**src/sv/cgbl_pkg.sv**
```systemverilog
// Shared types and constants for the color grid blob locator.
`timescale 1ns / 1ps

package cgbl_pkg;

	// Field widths fixed by the data format
	localparam int SUM_W    = 20;
	localparam int IDX_W    = 8;
	localparam int N_W      = 12;
	localparam int CNT_W    = 14;
	localparam int ROWACC_W = 21;
	localparam int COLACC_W = 22;
	localparam int DIV_W    = 22;
	localparam int QDEPTH   = 4;
	localparam int QCNT_W   = 3;
	localparam int QPTR_W   = 2;

	// Register map (index = byte address / 4)
	localparam logic [2:0] REG_LINE_WIDTH  = 3'd0;
	localparam logic [2:0] REG_CELL_WIDTH  = 3'd1;
	localparam logic [2:0] REG_CELL_HEIGHT = 3'd2;
	localparam logic [2:0] REG_RED_FLOOR   = 3'd3;
	localparam logic [2:0] REG_GREEN_FLOOR = 3'd4;
	localparam logic [2:0] REG_MIN_CELLS   = 3'd5;

	localparam logic [12:0] RST_LINE_WIDTH  = 13'd640;
	localparam logic [5:0]  RST_CELL_WIDTH  = 6'd4;
	localparam logic [6:0]  RST_CELL_HEIGHT = 7'd4;
	localparam logic [7:0]  RST_RED_FLOOR   = 8'd200;
	localparam logic [7:0]  RST_GREEN_FLOOR = 8'd150;
	localparam logic [13:0] RST_MIN_CELLS   = 14'd100;

	typedef struct packed {
		logic [7:0] blue_level;
		logic [7:0] green_level;
		logic [7:0] red_level;
		logic       frame_end;
	} pix_t;

	typedef struct packed {
		logic [13:0] red_cells;
		logic [6:0]  red_row_cell;
		logic [7:0]  red_col_cell;
		logic        red_found;
		logic [13:0] green_cells;
		logic [6:0]  green_row_cell;
		logic [7:0]  green_col_cell;
		logic        green_found;
	} res_t;

	typedef struct packed {
		logic [12:0] line_width;
		logic [5:0]  cell_width;
		logic [6:0]  cell_height;
		logic [7:0]  red_floor;
		logic [7:0]  green_floor;
		logic [13:0] min_cells;
	} cfg_t;

	// Work handed from the pixel front end to the divider back end
	typedef struct packed {
		logic             cell_v;
		logic             frame_end;
		logic [SUM_W-1:0] sum_b;
		logic [SUM_W-1:0] sum_g;
		logic [SUM_W-1:0] sum_r;
		logic [IDX_W-1:0] row;
		logic [IDX_W-1:0] col;
		logic [N_W-1:0]   n;
		logic [7:0]       red_floor;
		logic [7:0]       green_floor;
		logic [13:0]      min_cells;
	} qent_t;

endpackage

```
**src/sv/cgbl_queue.sv**
```systemverilog
// Short FIFO between the pixel front end and the divider back end.
`timescale 1ns / 1ps

module cgbl_queue
	import cgbl_pkg::*;
(
	input  logic              clk,
	input  logic              arst_n,
	input  logic              push,
	input  qent_t             ent_in,
	input  logic              pop,
	output qent_t             ent_out,
	output logic              empty,
	output logic [QCNT_W-1:0] count
);

	qent_t             mem_q [QDEPTH];
	logic [QPTR_W-1:0] wr_q, rd_q;
	logic [QCNT_W-1:0] count_q;

	assign ent_out = mem_q[rd_q];
	assign empty   = (count_q == '0);
	assign count   = count_q;

	// Pointers and fill level
	always_ff @(posedge clk or negedge arst_n) begin
		if (!arst_n) begin
			wr_q    <= '0;
			rd_q    <= '0;
			count_q <= '0;
		end else begin
			if (push) begin
				wr_q <= wr_q + QPTR_W'(1);
			end
			if (pop) begin
				rd_q <= rd_q + QPTR_W'(1);
			end
			count_q <= count_q + QCNT_W'(push) - QCNT_W'(pop);
		end
	end

	always_ff @(posedge clk) begin
		if (push) begin
			mem_q[wr_q] <= ent_in;
		end
	end

endmodule

```
**config.mk**
```make
export PLATFORM = sky130hd
export DESIGN_NAME = cgbl_queue
export DESIGN_NICKNAME = d
export VERILOG_FILES = /design/src/sv/cgbl_pkg.sv /design/src/sv/cgbl_queue.sv
export SDC_FILE = /design/constraint.sdc
export NUM_CORES = 1
export LEC_CHECK = 0
export BUFFER_PORTS_ARGS = -buffer_cell sky130_fd_sc_hd__buf_2
export CAP_MARGIN = 10
export CORE_MARGIN = 2
export CORE_UTILIZATION = 29
export CTS_CLUSTER_SIZE = 25
export DETAILED_ROUTE_END_ITERATION = 12
export PLACE_DENSITY = 0.45
export RECOVER_POWER = 100
export SETUP_SLACK_MARGIN = 0.05
export SLEW_MARGIN = 20
export SYNTH_ARGS = -nofsm -noshare
export SYNTH_HDL_FRONTEND = slang
export SYNTH_SLANG_ARGS = --single-unit
```
**constraint.sdc**
```tcl
create_clock -name clk -period 11.7 [get_ports clk]
set_input_delay 2.34 -clock clk [delete_from_list [all_inputs] [get_ports clk]]
set_output_delay 2.34 -clock clk [all_outputs]
set_load 0.05 [all_outputs]
```
Word-level counts from Yosys, hierarchy flattened
Memories as Yosys holds them, arrays and structs flattened.
Cells that the tools add are included.
{ "word_totals": {"reg_bits": 7, "ram_bits": 480, "input_bits": 124, "mem_count": 1} }
{ "classes": {"n_addsub": 4, "muxes": 2, "n_reduce_logical": 1} }
{ "mem_list": {"columns": ["memory", "words", "word_bits", "rd", "rd_ports_with_merged_regs", "write_ports", "line_no", "text"], "rows": [
  ["mem_q", 4, 120, 1, 0, 1, "cgbl_queue.sv:17", "qent_t mem_q [QDEPTH];"]
]} }
{ "op_table": {"columns": ["op", "count"], "rows": [
  ["2-bit by 1-bit adder with 2-bit output, second input constant", 2],
  ["3-bit by 1-bit adder with 3-bit output", 1],
  ["3-bit zero test", 1],
  ["3-bit by 1-bit subtractor with 3-bit output", 1],
  ["1-bit 2-to-1 mux", 2]
]} }

Longest topological paths before layout
{ "depth": {"ltp_word": 2, "ltp_mapped": 7, "mapped_depth_nobuf": 7} }

Least setup slack after synthesis
Ideal clock, no wire load.
{ "synth_path": {"path_type": "input-to-reg", "start": "in push", "end": "mem mem_q[0][0] in the netlist's numbering, enable pin", "arrival_ns": 5.095, "setup_slack_ns": 6.113, "path_stages": 1, "path_buffers": 0, "cell_sequence": "and2_1"} }
{ "synth_between": {"elab_chain_cells": 2} }
{ "synth_lines": {"columns": ["element", "line_no", "text"], "rows": [
  ["start: declaration", "cgbl_queue.sv:9", "input logic push,"],
  ["1-bit 2-to-1 mux", "cgbl_queue.sv:43", "if (push) begin"],
  ["1-bit 2-to-1 mux (not written as such)", "cgbl_queue.sv:44", "mem_q[wr_q] <= ent_in;"],
  ["end: declaration", "cgbl_queue.sv:17", null]
]} }
Every way passes these cells.

Worst setup path in the final report
{ "layout_path": {"start": "in push", "end": "mem mem_q[3][82] in the netlist's numbering, enable pin"} }
The elaborated chain is that of the path after synthesis.

==> flow_summary.json <==
{
  "status": "complete, but fails checks",
  "violations": "max-capacitance violations, max-slew violations",
  "worstSetupEndpointType": "flip-flop",
  "final_cell_area_sq_um": 21100,
  "drtPass1Iterations": 4,
  "cts.sinks": 487,
  "grt_setup_unrepaired": "no",
  "setup_slack_ps": 3930,
  "crit_top_cell": "clkbuf_1",
  "ant_nets": 0,
  "ys_warn_count": 0,
  "rows": 90,
  "pre_cts_ws_ps": 6330,
  "skew_ps": 19.8,
  "synth_top_flop_cell": "edfxtp_1",
  "num_vias": 7873,
  "crit_type": "input port to flip-flop",
  "synth_edf_count": 480,
  "max_slew_margin_pct": -195,
  "wl_per_cell_um": 20.6,
  "synth_top_family_by_area": "multiplexers",
  "area_growth_pct": 18.6,
  "clk_pin_slew_ps": 60,
  "finalPower_uw": 6290,
  "synthSimpleGateAreaFrac_pct": 0.211,
  "synth-xor-area-share_pct": 0.246,
  "drt_iter0_markers": 404,
  "fin_crit_sh_pct": 66.4,
  "crit_arrival_ps": 7840,
  "clk_path_buf_depth": 3,
  "slew_viol_final": 622,
  "drive_above_1_share_pct": 20.1,
  "avgSynthCellArea_sq_um": 26.9,
  "crit_chain": "clkbuf_1 -> and2_0 -> clkbuf_1",
  "die_y_um": 252,
  "grt_pass1_wl_um": 54700,
  "yosys.area.top_type": "edfxtp_1",
  "io_buffer_count": 247,
  "core-area_sq_um": 60500,
  "cts_hold_buf": 0,
  "h-tree-depth": 2,
  "cts_buffers": 52,
  "slowest_stage": "clkbuf_1",
  "synth_compound_area_share_pct": 0.0282,
  "yosys.cell_types.count": 18,
  "grt-ovfl-total": 0,
  "synth_mux_area_share_pct": 15.2,
  "synthTopCellsByCount": "edfxtp_1, mux4_2, buf_2",
  "io_pins": 248,
  "cts_tree": "built",
  "grt_max_degree": 64,
  "power.density_nw_per_um2": 298,
  "setup_tns_ps": 0,
  "cp_slowest_stage_delay_ps": 3100,
  "antenna_found_initial": 1,
  "nets": 1078,
  "cts-resized-gates": 0,
  "setup_viol": 0,
  "crit_required_ps": 11780,
  "max_cap_viol_count": 13,
  "diodes": 0,
  "synthAdderAreaFrac_pct": 0.535,
  "hold_ws_ps": 539,
  "drc": 0,
  "synth.most_common_cell": "edfxtp_1",
  "synth-seq-cells": 487,
  "ir_drop_v": 0.000206,
  "maxClockFrequency_mhz": 129,
  "start_kind": "input port",
  "synth_area_leaders": "edfxtp_1, mux4_2, dfrtp_1, buf_12, ha_1",
  "hold_viol": 0,
  "synth_area_sq_um": 17800,
  "synthCells": 660,
  "tightest_slew_ps": 4420,
  "path_max_fanout": 59,
  "p_leak_uw": 0.00647,
  "yosysSeqAreaShare_pct": 82.1,
  "grt_pass1_vias": 8653,
  "place_area_sq_um": 19800,
  "die_x_um": 252,
  "cts_setup_buffers": 0,
  "synth_top_area_share_pct": 81.1,
  "die_area_sq_um": 63300,
  "vias_per_cell": 4.45,
  "dpl.hpwl_um": 21000,
  "hold_path_class": "flip-flop to flip-flop",
  "synth_fp_nets": 791,
  "period_needed_ps": 7770,
  "ctsRootBufferMaster": "clkbuf_16",
  "gp_congestion": 0.668,
  "clock_latency_ps": 580,
  "wl_um": 36500,
  "initial_core_util_pct": 29.4,
  "async_flop_share_pct": 1.44,
  "grt_usage_pct": 11.5
}
report_power, final:
part / internal (uW) / leakage [uW] / switching (uW)
sequential: 2320 / 0.00449 / 91.7
clock: 907 / 0.000777 / 643
combinational: 622 / 0.00120 / 1700
total: 3850 / 0.00647 / 2430
metal layers:
| layer | share of wire [%] | GRT usage (%) | up-vias | routed length [um] |
|---|---|---|---|---|
| met5 | 0.036 | 0 | - | 13 |
| met4 | 2.0 | 3.21 | 2 | 740 |
| met3 | 5.8 | 3.54 | 54 | 2130 |
| met2 | 50 | 19.2 | 175 | 18200 |
| met1 | 42 | 14.5 | 4211 | 15400 |
| li1 | - | - | 3431 | - |
metrics by stage:
stage	std cells	util [%]
after floorplan	660	-
final	1769	34.9
after detailed placement	1675	32.8
after CTS	1769	35.4
after global placement	1675	32.8
after global routing	1769	34.9
cell usage in the layout, fill, tap and decap left out:
master      synthesis  final
clkinv_1            0      7
clkinv_2            0      8
xnor2_1             3      3
clkbuf_16           0     52
clkbuf_1            0    271
edfxtp_1          480    480
dfrtp_4             0      2
inv_6               0      2
xor2_1              2      2
clkinv_8            0      1
buf_2              10      5
ha_1                6      6
nor3_1              1      1
and2_0              0      4
mux4_2            120    120
bufinv_16           0      4
dfrtp_1             7      5
clkinvlp_4          0      2
buf_4               4      2
nand2_1             2      2
o21ai_0             1      1
fa_1                1      1
inv_1               6      6
sequential cells by signal, indices dropped and copies added, names as in the netlist:
signal	count
rd_q	2
count	3
mem_q	480
wr_q	2
worst max-delay path: cells and delay by family:
kind	cells	cell delay, ps
buf+inv	2	3380
simple gates	1	2050
cells by family after synthesis:
group | after synthesis
AO/OA/AOI/OAI | 1
XOR/XNOR | 5
adder cells (fa/ha/maj) | 7
buffers and inverters | 33
flip-flops | 487
multiplexers | 120
AND/OR/NAND/NOR | 7
cell type report:
cell class	count	area [sq um]
multi-input cells	140	2880
repair buffers	260	990
fillers	5712	39400
flip-flops and latches	487	14600
clock buffers	70	1370
clock inverters	24	235
well taps	782	978
inverters	6	22.5
worst paths after layout:
path | startpoint | end | slack (ps) | depth (start not counted)
worst max-delay path | push | mem_q[3][82]$_DFFE_PP_ | 3930 | 3
worst min-delay path | wr_q[0]$_DFFE_PN0P_ | wr_q[0]$_DFFE_PN0P_ | 540 | 1
worst max register to register | wr_q[0]$_DFFE_PN0P_ | mem_q[3][82]$_DFFE_PP_ | 5470 | 3
worst min register to register | wr_q[0]$_DFFE_PN0P_ | wr_q[0]$_DFFE_PN0P_ | 540 | 1
max in group asynchronous | arst_n | rd_q[0]$_DFFE_PN0P_ | 9710 | 1
min in group asynchronous | arst_n | count[2]$_DFF_PN0_ | 1660 | 1
Power figures use the tool's default switching activity.
