$ cat src/sv/cgbl_pkg.sv
// Shared types and constants for the color grid blob locator.
`timescale 1ns / 1ps

package cgbl_pkg;

	// Field widths fixed by the data format
	localparam int SUM_W    = 20;
	localparam int IDX_W    = 8;
	localparam int N_W      = 12;
	localparam int CNT_W    = 14;
	localparam int ROWACC_W = 21;
	localparam int COLACC_W = 22;
	localparam int DIV_W    = 22;
	localparam int QDEPTH   = 4;
	localparam int QCNT_W   = 3;
	localparam int QPTR_W   = 2;

	// Register map (index = byte address / 4)
	localparam logic [2:0] REG_LINE_WIDTH  = 3'd0;
	localparam logic [2:0] REG_CELL_WIDTH  = 3'd1;
	localparam logic [2:0] REG_CELL_HEIGHT = 3'd2;
	localparam logic [2:0] REG_RED_FLOOR   = 3'd3;
	localparam logic [2:0] REG_GREEN_FLOOR = 3'd4;
	localparam logic [2:0] REG_MIN_CELLS   = 3'd5;

	localparam logic [12:0] RST_LINE_WIDTH  = 13'd640;
	localparam logic [5:0]  RST_CELL_WIDTH  = 6'd4;
	localparam logic [6:0]  RST_CELL_HEIGHT = 7'd4;
	localparam logic [7:0]  RST_RED_FLOOR   = 8'd200;
	localparam logic [7:0]  RST_GREEN_FLOOR = 8'd150;
	localparam logic [13:0] RST_MIN_CELLS   = 14'd100;

	typedef struct packed {
		logic [7:0] blue_level;
		logic [7:0] green_level;
		logic [7:0] red_level;
		logic       frame_end;
	} pix_t;

	typedef struct packed {
		logic [13:0] red_cells;
		logic [6:0]  red_row_cell;
		logic [7:0]  red_col_cell;
		logic        red_found;
		logic [13:0] green_cells;
		logic [6:0]  green_row_cell;
		logic [7:0]  green_col_cell;
		logic        green_found;
	} res_t;

	typedef struct packed {
		logic [12:0] line_width;
		logic [5:0]  cell_width;
		logic [6:0]  cell_height;
		logic [7:0]  red_floor;
		logic [7:0]  green_floor;
		logic [13:0] min_cells;
	} cfg_t;

	// Work handed from the pixel front end to the divider back end
	typedef struct packed {
		logic             cell_v;
		logic             frame_end;
		logic [SUM_W-1:0] sum_b;
		logic [SUM_W-1:0] sum_g;
		logic [SUM_W-1:0] sum_r;
		logic [IDX_W-1:0] row;
		logic [IDX_W-1:0] col;
		logic [N_W-1:0]   n;
		logic [7:0]       red_floor;
		logic [7:0]       green_floor;
		logic [13:0]      min_cells;
	} qent_t;

endpackage

$ cat src/sv/cgbl_back.sv
// Back end: bit-serial cell averaging, color tests, centroid division, result register.
`timescale 1ns / 1ps

module cgbl_back
	import cgbl_pkg::*;
(
	input  logic  clk,
	input  logic  arst_n,
	input  logic  q_empty,
	input  qent_t q_ent,
	output logic  q_pop,
	output logic  res_valid,
	input  logic  res_stall,
	output res_t  res
);

	typedef enum logic [2:0] {
		ST_IDLE,
		ST_CDIV,
		ST_FLOAD,
		ST_FDIV,
		ST_EMIT
	} state_t;

	state_t state_q;
	qent_t  e_q;
	logic   pass_q;
	logic [4:0] step_q;

	// Three divider lanes sharing one divisor
	logic [DIV_W-1:0] dq_q  [3];
	logic [CNT_W-1:0] rem_q [3];
	logic [CNT_W-1:0] div_q;
	logic [DIV_W-1:0] dq_nx  [3];
	logic [CNT_W-1:0] rem_nx [3];
	logic [CNT_W:0]   t      [3];
	logic             ge     [3];

	logic [CNT_W-1:0]    rcnt_q, gcnt_q;
	logic [ROWACC_W-1:0] rrow_q, grow_q;
	logic [COLACC_W-1:0] rcol_q, gcol_q;
	logic [6:0]          rrow_res_q, grow_res_q;
	logic [7:0]          rcol_res_q, gcol_res_q;

	logic              res_valid_q;
	res_t              res_q;
	logic              is_red, is_green;
	logic [DIV_W+3:0]  ab10, ar10, ag9;
	logic [DIV_W:0]    ab2, ag2;
	logic [6:0]        row_res;
	logic [7:0]        col_res;
	logic              out_free;

	assign q_pop     = (state_q == ST_IDLE) && !q_empty;
	assign res_valid = res_valid_q;
	assign res       = res_q;
	assign out_free  = !res_valid_q || !res_stall;

	// One restoring step per lane
	always_comb begin
		for (int i = 0; i < 3; i++) begin
			t[i]      = {rem_q[i], dq_q[i][DIV_W-1]};
			ge[i]     = t[i] >= {1'b0, div_q};
			rem_nx[i] = ge[i] ? CNT_W'(t[i] - {1'b0, div_q}) : t[i][CNT_W-1:0];
			dq_nx[i]  = {dq_q[i][DIV_W-2:0], ge[i]};
		end
	end

	// Color tests on the averaged channels (lanes: blue, green, red)
	always_comb begin
		ab2  = {dq_q[0], 1'b0};
		ag2  = {dq_q[1], 1'b0};
		ab10 = (DIV_W+4)'(dq_q[0]) * (DIV_W+4)'(10);
		ar10 = (DIV_W+4)'(dq_q[2]) * (DIV_W+4)'(10);
		ag9  = (DIV_W+4)'(dq_q[1]) * (DIV_W+4)'(9);
		is_red = (dq_q[2] > DIV_W'(e_q.red_floor)) && (ag2 < {1'b0, dq_q[2]})
			&& (ab2 < {1'b0, dq_q[2]});
		is_green = (dq_q[1] > DIV_W'(e_q.green_floor)) && (ar10 <= ag9) && (ab10 <= ag9);
		row_res = (div_q == '0) ? 7'd0 : dq_q[0][6:0];
		col_res = (div_q == '0) ? 8'd0 : dq_q[1][7:0];
	end

	// Sequencer with accumulators and result register
	always_ff @(posedge clk or negedge arst_n) begin
		if (!arst_n) begin
			state_q     <= ST_IDLE;
			pass_q      <= 1'b0;
			step_q      <= '0;
			rcnt_q      <= '0;
			rrow_q      <= '0;
			rcol_q      <= '0;
			gcnt_q      <= '0;
			grow_q      <= '0;
			gcol_q      <= '0;
			res_valid_q <= 1'b0;
		end else begin
			// Result beat: raised when loaded, dropped once taken
			if (state_q == ST_EMIT && out_free) begin
				res_valid_q <= 1'b1;
			end else if (res_valid_q && !res_stall) begin
				res_valid_q <= 1'b0;
			end
			unique case (state_q)
				ST_IDLE: begin
					if (!q_empty) begin
						e_q <= q_ent;
						if (q_ent.cell_v) begin
							dq_q[0]  <= DIV_W'(q_ent.sum_b);
							dq_q[1]  <= DIV_W'(q_ent.sum_g);
							dq_q[2]  <= DIV_W'(q_ent.sum_r);
							rem_q[0] <= '0;
							rem_q[1] <= '0;
							rem_q[2] <= '0;
							div_q    <= CNT_W'(q_ent.n);
							step_q   <= 5'(DIV_W);
							state_q  <= ST_CDIV;
						end else begin
							pass_q  <= 1'b0;
							state_q <= ST_FLOAD;
						end
					end
				end
				ST_CDIV: begin
					if (step_q != '0) begin
						step_q <= step_q - 5'd1;
						for (int i = 0; i < 3; i++) begin
							dq_q[i]  <= dq_nx[i];
							rem_q[i] <= rem_nx[i];
						end
					end else begin
						if (is_red) begin
							rcnt_q <= rcnt_q + CNT_W'(1);
							rrow_q <= rrow_q + ROWACC_W'(e_q.row);
							rcol_q <= rcol_q + COLACC_W'(e_q.col);
						end
						if (is_green) begin
							gcnt_q <= gcnt_q + CNT_W'(1);
							grow_q <= grow_q + ROWACC_W'(e_q.row);
							gcol_q <= gcol_q + COLACC_W'(e_q.col);
						end
						pass_q  <= 1'b0;
						state_q <= e_q.frame_end ? ST_FLOAD : ST_IDLE;
					end
				end
				ST_FLOAD: begin
					dq_q[0]  <= DIV_W'(pass_q ? grow_q : rrow_q);
					dq_q[1]  <= pass_q ? gcol_q : rcol_q;
					dq_q[2]  <= '0;
					rem_q[0] <= '0;
					rem_q[1] <= '0;
					rem_q[2] <= '0;
					div_q    <= pass_q ? gcnt_q : rcnt_q;
					step_q   <= 5'(DIV_W);
					state_q  <= ST_FDIV;
				end
				ST_FDIV: begin
					if (step_q != '0) begin
						step_q <= step_q - 5'd1;
						for (int i = 0; i < 3; i++) begin
							dq_q[i]  <= dq_nx[i];
							rem_q[i] <= rem_nx[i];
						end
					end else if (!pass_q) begin
						rrow_res_q <= row_res;
						rcol_res_q <= col_res;
						pass_q     <= 1'b1;
						state_q    <= ST_FLOAD;
					end else begin
						grow_res_q <= row_res;
						gcol_res_q <= col_res;
						state_q    <= ST_EMIT;
					end
				end
				ST_EMIT: begin
					if (out_free) begin
						res_q.red_cells      <= rcnt_q;
						res_q.red_row_cell   <= rrow_res_q;
						res_q.red_col_cell   <= rcol_res_q;
						res_q.red_found      <= rcnt_q > e_q.min_cells;
						res_q.green_cells    <= gcnt_q;
						res_q.green_row_cell <= grow_res_q;
						res_q.green_col_cell <= gcol_res_q;
						res_q.green_found    <= gcnt_q > e_q.min_cells;
						rcnt_q  <= '0;
						rrow_q  <= '0;
						rcol_q  <= '0;
						gcnt_q  <= '0;
						grow_q  <= '0;
						gcol_q  <= '0;
						state_q <= ST_IDLE;
					end
				end
				default: state_q <= ST_IDLE;
			endcase
		end
	end

endmodule

$ cat config.mk
export PLATFORM = sky130hd
export DESIGN_NAME = cgbl_back
export DESIGN_NICKNAME = d
export VERILOG_FILES = /design/src/sv/cgbl_pkg.sv /design/src/sv/cgbl_back.sv
export SDC_FILE = /design/constraint.sdc
export NUM_CORES = 1
export LEC_CHECK = 0
export ABC_CLOCK_PERIOD_IN_PS = 8050
export BUFFER_PORTS_ARGS = -buffer_cell sky130_fd_sc_hd__buf_4
export CELL_PAD_IN_SITES_DETAIL_PLACEMENT = 1
export CELL_PAD_IN_SITES_GLOBAL_PLACEMENT = 2
export CORE_MARGIN = 2
export CORE_UTILIZATION = 44
export DETAILED_ROUTE_END_ITERATION = 12
export PLACE_DENSITY = 0.94
export SYNTH_ARGS = -nofsm -noshare
export SYNTH_HDL_FRONTEND = slang
export SYNTH_SLANG_ARGS = --single-unit
$ cat constraint.sdc
create_clock -name clk -period 8.05 [get_ports clk]
set_input_delay 1.61 -clock clk [delete_from_list [all_inputs] [get_ports clk]]
set_output_delay 1.61 -clock clk [all_outputs]
set_load 0.05 [all_outputs]
Word-level counts from Yosys, hierarchy flattened --
Memory sizes are Yosys's and may differ from the RTL's. Cells that the tools add are included. W data, S select, Z words.
Storage, ports and cells: register bits 275, bits in latches 0, memory bits (writable) 108, memory bits (read-only) 0, input bits 124, logic and storage cells 203, memories 2
Memories:
- dq_q | depth 3, bits a word 22, read ports 3, clocked after memory_dff 0, wr ports 3, line cgbl_back.sv:31 | logic [DIV_W-1:0] dq_q [3];
- rem_q | depth 3, bits a word 14, read ports 3, clocked after memory_dff 0, wr ports 3, line cgbl_back.sv:32 | logic [CNT_W-1:0] rem_q [3];
Operators by class: add/sub/neg operators 10, multiply operators 3, divide/modulo/power cells 0, order comparisons 11, eq/ne operators 13, shifts and indexed selects 0, muxes and demuxes 80, bitwise operators 21, reduce and logical (&&, ||, !) cells 34
Operators by type and width (number):
- $mux W22 | 15
- $mux W14 | 20
- $mux W21 | 6
- $pmux W22 S2 | 2
- $pmux W14 S2 | 3
- $pmux W21 S2 | 2
- $le A26 B26 Y1 | 2
- $mul A22 B3 Y25 const B | 2
- $lt A23 B22 Y1 | 2
- $ge A15 B14 Y1 | 3
- $add A22 B8 Y22 | 2
- $gt A22 B8 Y1 | 2
- $add A21 B8 Y21 | 2
- $sub A14 B14 Y14 | 3
- $add A14 B1 Y14 const B | 2
- $gt A14 B14 Y1 | 2
- $reduce_and A4 Y1 | 7
- $mul A22 B4 Y26 const B | 1
- $or A1 B1 Y1 | 18
- $mux W1 | 17
- $ne A2 B2 Y1 const B | 8
- $mux W3 | 5
- $mux W5 | 3
- $pmux W3 S5 | 1
- other kinds (22) | 42

Longest topological paths before layout --
depth after elaboration 8, mapped depth 27, gate-level depth less buffers 24

Worst setup path after synthesis --
OpenSTA, ideal clock, no wires.
path type input to register, from in q_empty, to mem dq_q[0][0], enable pin, arrival 6.956 ns, setup slack 0.624 ns, stages on the path 4, buffers on the path 0, cells stage by stage nor4_1 and2_1 nand2_1 nand2_1
RTL lines:
- from (decl) | line cgbl_back.sv:9 | input logic q_empty,
- to (decl) | line cgbl_back.sv:31

==> flow_summary.toml <==
[status]
outcome = "complete, no violations"

[timing]
setup_violations = 0
finalCriticalPeriod_ns = 6.848
finalSetupTns_ns = 0
rsz0062_at_grt = "false"
max_freq_mhz = 146.0
skew_ns = 0.02325
drv_slew = 0
tightest_slew_ns = 1.194
slew_headroom_pct = 19.76
finalHoldViolations = 0
post-route-period-util_pct = 85.07

[critical_path]
cp-start-kind = "flip-flop"
cp_max_fo = 40
crit_path_end_kind = "flip-flop"
crit_type = "flip-flop to flip-flop"
critical-path-max-stage-delay_ns = 0.59
critPathRequiredTime_ns = 8.53
cpMaxStageDelayCell = "or3_1"
critical_path_arrival_ns = 7.33

[run]
cap_violations = 0

[route]
drt-initial-drc-count = 1310
postRouteAntennaNets = 0
drcViolationCount = 0
vias_per_cell = 6.128
wirelength_um = 83840
vias = 21590
wire_per_inst_um = 23.80
dr.pass1.iters = 6

[clocking]
postCtsSetupRepairBufs = 0
clockBufferDepth = 3
htree_levels = 2
post_cts_resized = 0
cts_tree = "built"
cts_buffers = 45
clkLatencyLatePin_ns = 0.61
hold_buffers = 0
clock-sinks = 383
ctsRootBufferMaster = "clkbuf_16"
path_clk_slew_ns = 0.06

[logic_synthesis]
synth_nets = 3009
synth_ff_type = "edfxtp_1"
ys_ff_latch = 383
syn_inst = 2549
synthSimpleGateAreaFrac_pct = 13.30
synth_top_family_by_area = "compound AO/OA/AOI/OAI gates"
synth.distinct_cells = 75
async_flop_share_pct = 32.38
synth-xor-area-share_pct = 3.213
syn-cell-area_um2 = 26170
synth_edf_count = 259
avgSynthCellArea_um2 = 10.26
synth_fa_ha_area_share_pct = 16.39
synth_warnings = 0
synth-compound-area-share_pct = 18.37
synthMuxAreaShare_pct = 3.682
synth_seq_area_share_pct = 41.58

[floorplanning]
die_w_um = 247.9
dieArea_um2 = 61430
placementRows = 89
die_y_um = 247.9
io_pins = 186
core_um2 = 58910
start_util_pct = 44.42

[global_route]
antenna_found_initial = 2
overflow = 0
grt_max_degree = 93
track_usage_pct = 27.13
grt_first_pass_wirelength_um = 129300
grt_pass1_vias = 23040

[placed_design]
port-buffer-count = 185
place_congestion = 0.8987
place_hpwl_um = 62160

[finish]
layout_commonest_cell = "ha_1"
drive_gt1_share_pct = 12.75
final_nets = 3172
ff_latch_area_um2 = 10880
multi_input_area_um2 = 14440
n_fill_cell = 6489
syn_to_final_growth_pct = 14.22
most-common-layout-cells = "ha_1, edfxtp_1, nand2_1"

[min_path]
hp-class = "flip-flop to flip-flop"
==> worst paths after layout <==
| check | end | cells after the start | from | slack [ns] |
|---|---|---|---|---|
| hold reg to reg | res[44]$_DFFE_PP_ | 0 | rrow_res_q[5]$_DFFE_PP_ | 0.42 |
| setup / recovery | gcol_q[19]$_DFFE_PN0P_ | 25 | dq_q[0][2]$_DFFE_PP_ | 1.20 |
| max in group asynchronous | gcol_q[10]$_DFFE_PN0P_ | 2 | arst_n | 5.69 |
| hold / removal | res[44]$_DFFE_PP_ | 0 | rrow_res_q[5]$_DFFE_PP_ | 0.42 |
| setup reg to reg | gcol_q[19]$_DFFE_PN0P_ | 25 | dq_q[0][2]$_DFFE_PP_ | 1.20 |
| min in group asynchronous | rcnt_q[3]$_DFFE_PN0P_ | 1 | arst_n | 1.05 |
==> through the flow <==
step	std cells	hold slack, ns	area, um2	setup slack [ns]	utilization [%]
finish	3523	0.4212	29890	1.202	50.73
global route	3521	0.4271	29880	0.8047	50.73
CTS	3519	0.4191	29880	1.305	50.72
detailed placement	3438	0.4052	28400	1.306	48.22
global placement	3438	0.4050	28400	1.753	48.22
floorplan	2549	0.4003	26170	0.6238	-
==> cells in the mapped netlist (6+ instances only) <==
master     count  share of area [%]
buf_1         11               0.16
nor2_1       142                2.0
dfrtp_1      124                 12
nand2b_1      25               0.60
mux2i_1       94                3.6
fa_1          10               0.77
o21a_1        36                1.0
or4_1         16               0.46
xnor2_1       70                2.3
o311ai_0      35                1.2
o31ai_1       40                1.1
a211o_1        8               0.27
nor4_1        18               0.43
inv_1        145                2.1
o21bai_1      18               0.52
nand2_1      227                3.3
o211ai_1      23               0.66
or2_2          9               0.22
nor2b_1       38               0.91
o221a_2       37                1.6
a211oi_1      12               0.34
o21ai_0      123                2.4
edfxtp_1     259                 30
a21o_1        71                2.0
xor2_1        26               0.87
a21boi_0      10               0.29
and3_1        32               0.77
o41ai_1       23               0.77
o31a_1         6               0.20
and2_1        36               0.86
a31oi_1        8               0.19
a2111oi_0      7               0.23
or3_1         26               0.62
nand4_1       49                1.2
a21oi_1      163                3.1
nand3_1       44               0.84
ha_1         326                 16
nor3_1        28               0.54
clkbuf_1      75                1.1
a22o_1        13               0.44
a31o_2         8               0.27
==> area by class of cell <==
cell class | instances | share of cell area (%)
Clock inverter | 27 | 0.9043
Antenna cell | 4 | 0.03349
Sequential cell | 383 | 36.42
Tap cell | 773 | 3.236
Inverter | 145 | 1.821
Multi-Input combinational cell | 1929 | 48.33
Clock buffer | 54 | 4.019
Timing Repair Buffer | 208 | 5.237
==> registers in the layout (all words and copies together), names as in the netlist <==
name	flops
gcol_q	22
grow_res_q	7
state_q	3
rcnt_q	14
rcol_q	22
res_valid	1
gcol_res_q	8
step_q	5
dq_q	66
e_q	47
rrow_q	21
div_q	14
gcnt_q	14
grow_q	21
rem_q	42
pass_q	1
rcol_res_q	8
rrow_res_q	7
res	60
==> metal layers <==
layer	wire length [um]	global-route usage, %	share of wire (%)
met5	0	0	0
met4	2918	10.27	3.5
met3	3738	2.930	4.5
met2	41010	46.65	49
met1	36170	35.12	43
==> critical path: cells and delay by family (launching register included) <==
kind            cells  cell delay, ns
flops               1            0.48
xor+xnor            1            0.09
compound gates     15            3.67
buf+inv             2            0.61
fa+ha+maj           3            0.92
simple gates        4            0.93
==> kinds of logic after synthesis <==
logic type / Yosys count
mux: 96
flops: 383
fa+ha+maj: 337
xor+xnor: 96
buf+inv: 237
compound gates: 691
simple gates: 709
Power is not shown: default switching activity piles up to over one toggle a cycle in this logic, so the estimate is an artifact.
